===== src/hdl/rca_pkg.sv =====
// Shared constants, codes and controller/datapath interface types for the rational ALU.
`timescale 1ns / 1ps
package rca_pkg;

    localparam int W  = 32;               // accumulator and operand value width
    localparam int M  = 2 * W + 1;        // magnitude width of double-width intermediates
    localparam int S  = M + 1;            // signed width of double-width intermediates
    localparam int KW = $clog2(M + 1);    // shared power-of-two count in the GCD
    localparam int CW = $clog2(M);        // division step counter

    localparam logic [M-1:0] RED_LIM = M'(1) << (W - 1);

    localparam int IN_TDATA_W  = 2 * W;
    localparam int OUT_TDATA_W = ((2 * W - 1 + 7) / 8) * 8;

    typedef logic [2:0] t_mode;
    localparam t_mode MODE_LOAD = 3'd0;
    localparam t_mode MODE_ADD  = 3'd1;
    localparam t_mode MODE_SUB  = 3'd2;
    localparam t_mode MODE_MUL  = 3'd3;
    localparam t_mode MODE_DIV  = 3'd4;
    localparam t_mode MODE_LT   = 3'd5;
    localparam t_mode MODE_EQ   = 3'd6;
    localparam t_mode MODE_NOP  = 3'd7;

    typedef enum logic [1:0] {
        PAIR_AN_OD,
        PAIR_AD_ON,
        PAIR_AD_OD,
        PAIR_AN_ON
    } t_pair;

    typedef enum logic [1:0] {
        DST_P0,
        DST_P1,
        DST_P2
    } t_dst;

    typedef enum logic [1:0] {
        SRC_OPERAND,
        SRC_SUM,
        SRC_DIFF,
        SRC_P0P1
    } t_src;

    typedef struct packed {
        logic  capture;
        logic  mul_go;
        t_pair mul_pair;
        t_dst  mul_dst;
        logic  red_start;
        t_src  red_src;
        logic  gcd_step;
        logic  div_start;
        logic  div_step;
        logic  op_save;
        logic  acc_save;
        logic  ans_lt;
        logic  ans_eq;
        logic  out_load;
        logic  out_ovf;
    } t_cmd;

    typedef struct packed {
        logic gcd_done;
        logic g_zero;
        logic fit;
    } t_sts;

endpackage


===== src/hdl/rca_ctrl.sv =====
// Controller: sequences operand reduction, products, result reduction and output transaction.
`timescale 1ns / 1ps
module rca_ctrl import rca_pkg::*; (
    input  logic  i_clk,
    input  logic  i_rst_n,
    input  logic  i_s_valid,
    input  t_mode i_mode,
    output logic  o_s_ready,
    output logic  o_m_valid,
    input  logic  i_m_ready,
    input  t_sts  i_sts,
    output t_cmd  o_cmd
);

    typedef enum logic [3:0] {
        S_IDLE,
        S_START,
        S_GCD,
        S_DIV,
        S_CHECK,
        S_MUL0,
        S_MUL1,
        S_MUL2,
        S_RES,
        S_FINISH
    } t_state;

    t_state        r_state;
    t_mode         r_mode;
    logic [CW-1:0] r_cnt;
    logic          r_phase_op;
    logic          r_ovf;
    logic          r_out_valid;

    always_comb begin
        o_cmd = '0;
        unique case (r_state)
            S_IDLE: o_cmd.capture = i_s_valid;
            S_START: begin
                o_cmd.red_start = 1'b1;
                o_cmd.red_src   = SRC_OPERAND;
            end
            S_GCD: begin
                o_cmd.div_start = i_sts.gcd_done;
                o_cmd.gcd_step  = !i_sts.gcd_done;
            end
            S_DIV: o_cmd.div_step = !i_sts.g_zero;
            S_CHECK: begin
                if (r_phase_op) begin
                    o_cmd.op_save  = i_sts.fit;
                    o_cmd.acc_save = i_sts.fit && (r_mode == MODE_LOAD);
                end else begin
                    o_cmd.acc_save = i_sts.fit;
                end
            end
            S_MUL0: begin
                if (r_mode == MODE_EQ) begin
                    o_cmd.ans_eq = 1'b1;
                end else begin
                    o_cmd.mul_go   = 1'b1;
                    o_cmd.mul_pair = (r_mode == MODE_MUL) ? PAIR_AN_ON : PAIR_AN_OD;
                    o_cmd.mul_dst  = DST_P0;
                end
            end
            S_MUL1: begin
                o_cmd.mul_go   = 1'b1;
                o_cmd.mul_pair = (r_mode == MODE_MUL) ? PAIR_AD_OD : PAIR_AD_ON;
                o_cmd.mul_dst  = DST_P1;
            end
            S_MUL2: begin
                o_cmd.mul_go   = 1'b1;
                o_cmd.mul_pair = PAIR_AD_OD;
                o_cmd.mul_dst  = DST_P2;
            end
            S_RES: begin
                if (r_mode == MODE_LT) begin
                    o_cmd.ans_lt = 1'b1;
                end else begin
                    o_cmd.red_start = 1'b1;
                    o_cmd.red_src   = (r_mode == MODE_ADD) ? SRC_SUM :
                                      (r_mode == MODE_SUB) ? SRC_DIFF : SRC_P0P1;
                end
            end
            S_FINISH: begin
                o_cmd.out_load = !r_out_valid || i_m_ready;
                o_cmd.out_ovf  = r_ovf;
            end
            default: o_cmd = '0;
        endcase
    end

    always_ff @(posedge i_clk) begin
        if (!i_rst_n) begin
            r_state     <= S_IDLE;
            r_mode      <= MODE_NOP;
            r_cnt       <= '0;
            r_phase_op  <= 1'b0;
            r_ovf       <= 1'b0;
            r_out_valid <= 1'b0;
        end else begin
            if (o_cmd.out_load) begin
                r_out_valid <= 1'b1;
            end else if (i_m_ready) begin
                r_out_valid <= 1'b0;
            end
            unique case (r_state)
                S_IDLE: begin
                    if (i_s_valid) begin
                        r_mode  <= i_mode;
                        r_ovf   <= 1'b0;
                        r_state <= (i_mode == MODE_NOP) ? S_FINISH : S_START;
                    end
                end
                S_START: begin
                    r_phase_op <= 1'b1;
                    r_state    <= S_GCD;
                end
                S_GCD: begin
                    if (i_sts.gcd_done) begin
                        r_cnt   <= '0;
                        r_state <= S_DIV;
                    end
                end
                S_DIV: begin
                    if (i_sts.g_zero || r_cnt == CW'(M - 1)) begin
                        r_state <= S_CHECK;
                    end else begin
                        r_cnt <= r_cnt + CW'(1);
                    end
                end
                S_CHECK: begin
                    if (!i_sts.fit) begin
                        r_ovf   <= 1'b1;
                        r_state <= S_FINISH;
                    end else if (!r_phase_op || r_mode == MODE_LOAD) begin
                        r_state <= S_FINISH;
                    end else begin
                        r_state <= S_MUL0;
                    end
                end
                S_MUL0: r_state <= (r_mode == MODE_EQ) ? S_FINISH : S_MUL1;
                S_MUL1: begin
                    r_state <= (r_mode == MODE_ADD || r_mode == MODE_SUB) ? S_MUL2 : S_RES;
                end
                S_MUL2: r_state <= S_RES;
                S_RES: begin
                    if (r_mode == MODE_LT) begin
                        r_state <= S_FINISH;
                    end else begin
                        r_phase_op <= 1'b0;
                        r_state    <= S_GCD;
                    end
                end
                S_FINISH: begin
                    if (o_cmd.out_load) begin
                        r_state <= S_IDLE;
                    end
                end
                default: r_state <= S_IDLE;
            endcase
        end
    end

    assign o_s_ready = (r_state == S_IDLE);
    assign o_m_valid = r_out_valid;

endmodule

===== config.mk =====
export PLATFORM = sky130hd
export DESIGN_NAME = rca_ctrl
export DESIGN_NICKNAME = d
export VERILOG_FILES = /design/src/hdl/rca_pkg.sv /design/src/hdl/rca_ctrl.sv
export SDC_FILE = /design/constraint.sdc
export NUM_CORES = 1
export LEC_CHECK = 0
export BUFFER_PORTS_ARGS = -buffer_cell sky130_fd_sc_hd__buf_4
export CORE_AREA = 2 2 62 53
export CTS_BUF_LIST = sky130_fd_sc_hd__clkbuf_4 sky130_fd_sc_hd__clkbuf_8 sky130_fd_sc_hd__clkbuf_16
export DETAILED_ROUTE_END_ITERATION = 8
export DIE_AREA = 0 0 64 55
export PLACE_DENSITY = 0.67
export RECOVER_POWER = 100
export SKIP_LAST_GASP = 1
export SLEW_MARGIN = 20
export SYNTH_ARGS = -nofsm -noshare
export SYNTH_HDL_FRONTEND = slang
export SYNTH_SLANG_ARGS = --single-unit

===== constraint.sdc =====
create_clock -name i_clk -period 2 [get_ports i_clk]
set_input_delay 0.4 -clock i_clk [delete_from_list [all_inputs] [get_ports i_clk]]
set_output_delay 0.4 -clock i_clk [all_outputs]
set_load 0.03 [all_outputs]

# Word-level counts from Yosys, hierarchy flattened
# Index checks and enable logic that the tools add are counted.
# W data, S select, Z words.
# totals
word_cells	90
inputBits	10
reg_bits	17
# op_classes
add_sub_neg	1
n_reduce_logical	20
eq_ne	23
mux	40
# ops
operator	n
$mux W4	10
$pmux W4 S10	1
$eq A4 B3 Y1 const B	4
$pmux W5 S3	1
$mux W1	14
$mux W7	2
$ne A2 B2 Y1 const B	7
$pmux W7 S2	1
$mux W2	6
$eq A3 B3 Y1 const B	3
$eq A4 B2 Y1 const B	2
$eq A4 B4 Y1 const B	2
$reduce_bool A2 Y1	4
$add A7 B1 Y7 const B	1
$eq A7 B7 Y1 const B	1
$eq A3 B2 Y1 const B	2
$pmux W3 S2	1
$reduce_and A3 Y1	2
$mux W5	1
$eq A4 B1 Y1 const B	1
$logic_not A1 Y1	4
$logic_not A4 Y1	1
$logic_or A1 B1 Y1	4
$pmux W1 S2	2
other kinds (6)	7

# Longest topological paths before layout
# logic_depth
ltp_word	5
ltp_mapped	8
mapped_depth_nobuf	7

# Worst setup path after synthesis
# Ideal clock, no wire load.
# synth_timing
path_kind	reg-to-output
start	register r_state[2]
end	output o_cmd[9] in the netlist's numbering
slack_ps	-138
stages_incl_launch_ff	4
path_buffers	1
arrival_time_ps	1738
path_cell_list	dfxtp_1 > buf_6 > or4b_4 > a221oi_1
# synth_lines
element	line	text
start, declared	rca_ctrl.sv:28	t_state r_state;
start signal, assigned	rca_ctrl.sv:111	r_state <= (i_mode == MODE_NOP) ? S_FINISH : S_START;
start signal, assigned	rca_ctrl.sv:141	S_MUL0: r_state <= (r_mode == MODE_EQ) ? S_FINISH : S_MUL1;
start signal, assigned	rca_ctrl.sv:143	r_state <= (r_mode == MODE_ADD || r_mode == MODE_SUB) ? S_MUL2 : S_RES;
end, declared	rca_ctrl.sv:12	output t_cmd o_cmd

==> out/metrics.yaml <==
finalCritPeriodShare: 1.04
finalMaxSlewViolations: 0
wl_um: 3200
routedWlPerCell_um: 13.6
switching_share: 0.454
max_slew.worst_pin.slew_ps: 466
avgSynthCellArea_um2: 7.87
yosysMostFrequentCell: "nand2_1"
hold_viol_final: 0
hold_buffers: 0
share_comb_of_total_power: 0.561
setup_viol: 3
synthesis.area_um2: 1250
fillCellCount: 272
fin_skew_ps: 3.76
start_util: 0.431
r2r_start: "r_cnt[0]"
ys_warn_count: 0
outcome: "finished with violations"
setup_ws_ps: -81.6
track_usage: 0.191
synth_seq_area_share: 0.272
syn_inst: 159
root_buffer: "clkbuf_4"
clk_path_buf_depth: 2
slew_headroom: 0.687
drt_iter0_drc: 57
hold_ws_ps: 326
antenna_found_initial: 0
finalInstanceArea_um2: 1640
hold_class: "in -> reg"
fin_crit_ps: 2080
die_width_um: 64
placed_cell_area_um2: 1550
ys_top_cells_by_area: "dfxtp_1 27%, nand2_1 5.7%, xnor2_1 5.6%"
violations: "negative setup slack"
start_kind: "flip-flop"
clk_pin_slew_ps: 100
num_rows: 18
ioPinCount: 30
port_buffers: 29
cts_tree: "yes"
grt_start_max_net_pins: 23
die_area_um2: 3520
vias: 1234
synth_top_area_frac: 0.272
crit_arrival_ps: 1680
fmax_mhz: 480
gr-total-overflow: 0
cts_buffers: 3
vdd_ir_drop_max_uv: 552
drv_cap: 0
h-tree-depth: 1
gp_congestion: 0.944
path_max_fanout: 3
core_area_um2: 2910
viasPerCell: 5.23
leakagePower_nw: 0.675
synth.net_count: 171
first_global_vias: 1057
dr.pass1.iters: 4
netlist_top_cells_count: "19 x nand2_1, 17 x dfxtp_1, 17 x nor2_1"
ys_types: 49
cts.sink_count: 17
clkPwrFrac: 0.125
ys_async_sr_fraction: 0
drive_above_1_share: 0.342
path_class: "reg -> out"
diodes: 0
seqPwrFrac: 0.315
ys_ff_latch: 17
grt_pass1_wl_um: 5090
rsz0062_at_grt: "yes"
postRouteAntennaNets: 0
p_switching_w: 0.000664
worstSkewPairLatency_ps: 290
hp-start: "i_mode[2]"
worst_setup_path_end_kind: "output pin"
p_per_area_nw_per_um2: 894
yosys.area.top_type: "dfxtp_1"
synth-main-ff-cell: "dfxtp_1"
die_h_um: 55
fin_nets: 209
synth_edf_count: 0
drc_errors: 0
crit_path_start: "r_state[1]"
intPower_w: 0.000800
dpl.hpwl_um: 2350
crit_required_ps: 1600
area_growth_pct: 30.9
## final timing paths
kind           endpoint  slack [ps]  cells past startpoint
min reg2reg    r_cnt[1]         520                      2
max reg2reg  r_state[0]         150                      7
min           r_mode[2]         330                      3
max            o_cmd[3]         -80                      3
## power by group through the flow
stage,clock (W),sequential (W),combinational (W)
after floorplan,0,0.000448,0.000558
after global placement,0,0.000450,0.000760
after detailed placement,0,0.000452,0.000764
after CTS,0.000193,0.000446,0.000795
after global routing,0.000207,0.000469,0.000896
final,0.000182,0.000460,0.000821
## critical path, stage by stage, from the launching register on
cell and delay (ps):
dfxtp_1 320, or4b_4 570, nor4b_4 320, buf_6 180
## cells by family (layout without fill, tap and decap cells)
kind of cell | Yosys count | count (layout) | share of synthesized area
AO/OA/AOI/OAI | 36 | 36 | 0.220
XOR/XNOR | 8 | 8 | 0.0560
adder cells (fa/ha/maj) | 3 | 3 | 0.0280
buffers and inverters | 17 | 54 | 0.0620
flip-flops | 17 | 17 | 0.272
multiplexers | 4 | 4 | 0.0340
AND/OR/NAND/NOR | 74 | 74 | 0.328
## cell type report
class	count	area, um^2	share of cell area
Multi-Input combinational cell	125	868	0.530
Sequential cell	17	348	0.212
Timing Repair Buffer	42	310	0.189
Tap cell	40	50.0	0.0306
Inverter	8	33.8	0.0206
Clock buffer	3	22.5	0.0138
Clock inverter	1	5.00	0.00306
## timing repair
item	in CTS	in global routing
resized for setup	4	16
pin swaps	2	4
setup endpoints to repair	8	13
setup buffers	2	4
## per-stage QoR
stage	setup slack (ps)	power, W	setup TNS (ps)	util	instances
after floorplan	-22.9	0.00101	-22.9	-	159
after global placement	218	0.00121	0	0.532	226
after detailed placement	172	0.00122	0	0.532	226
after CTS	-122	0.00143	-161	0.552	232
after global routing	-138	0.00157	-647	0.564	236
final	-81.6	0.00146	-136	0.564	236
## placed cells by master (no fill, tap or decap), types with 3 or more instances in the layout
cell type	n
a211oi_1	4
a21oi_1	10
and3_1	4
buf_4	29
buf_6	4
clkbuf_2	3
clkbuf_4	5
dfxtp_1	13
dfxtp_2	3
inv_1	6
nand2_1	19
nand3_1	5
nor2_1	17
nor2b_1	6
nor3_1	4
o22ai_1	3
xnor2_1	8
## flip-flops by register name, summed over array words and instances (netlist names)
register    cells
r_state         4
o_m_valid       1
r_phase_op      1
r_ovf           1
r_mode          3
r_cnt           7
## per-layer routing
metal	up-vias	global-route usage	part of all wire
met5	-	0	0
met4	0	0.0217	0.0025
met3	2	0.0425	0.050
met2	31	0.316	0.44
met1	557	0.265	0.50
li1	644	-	-
(Power assumes the default switching activity.)
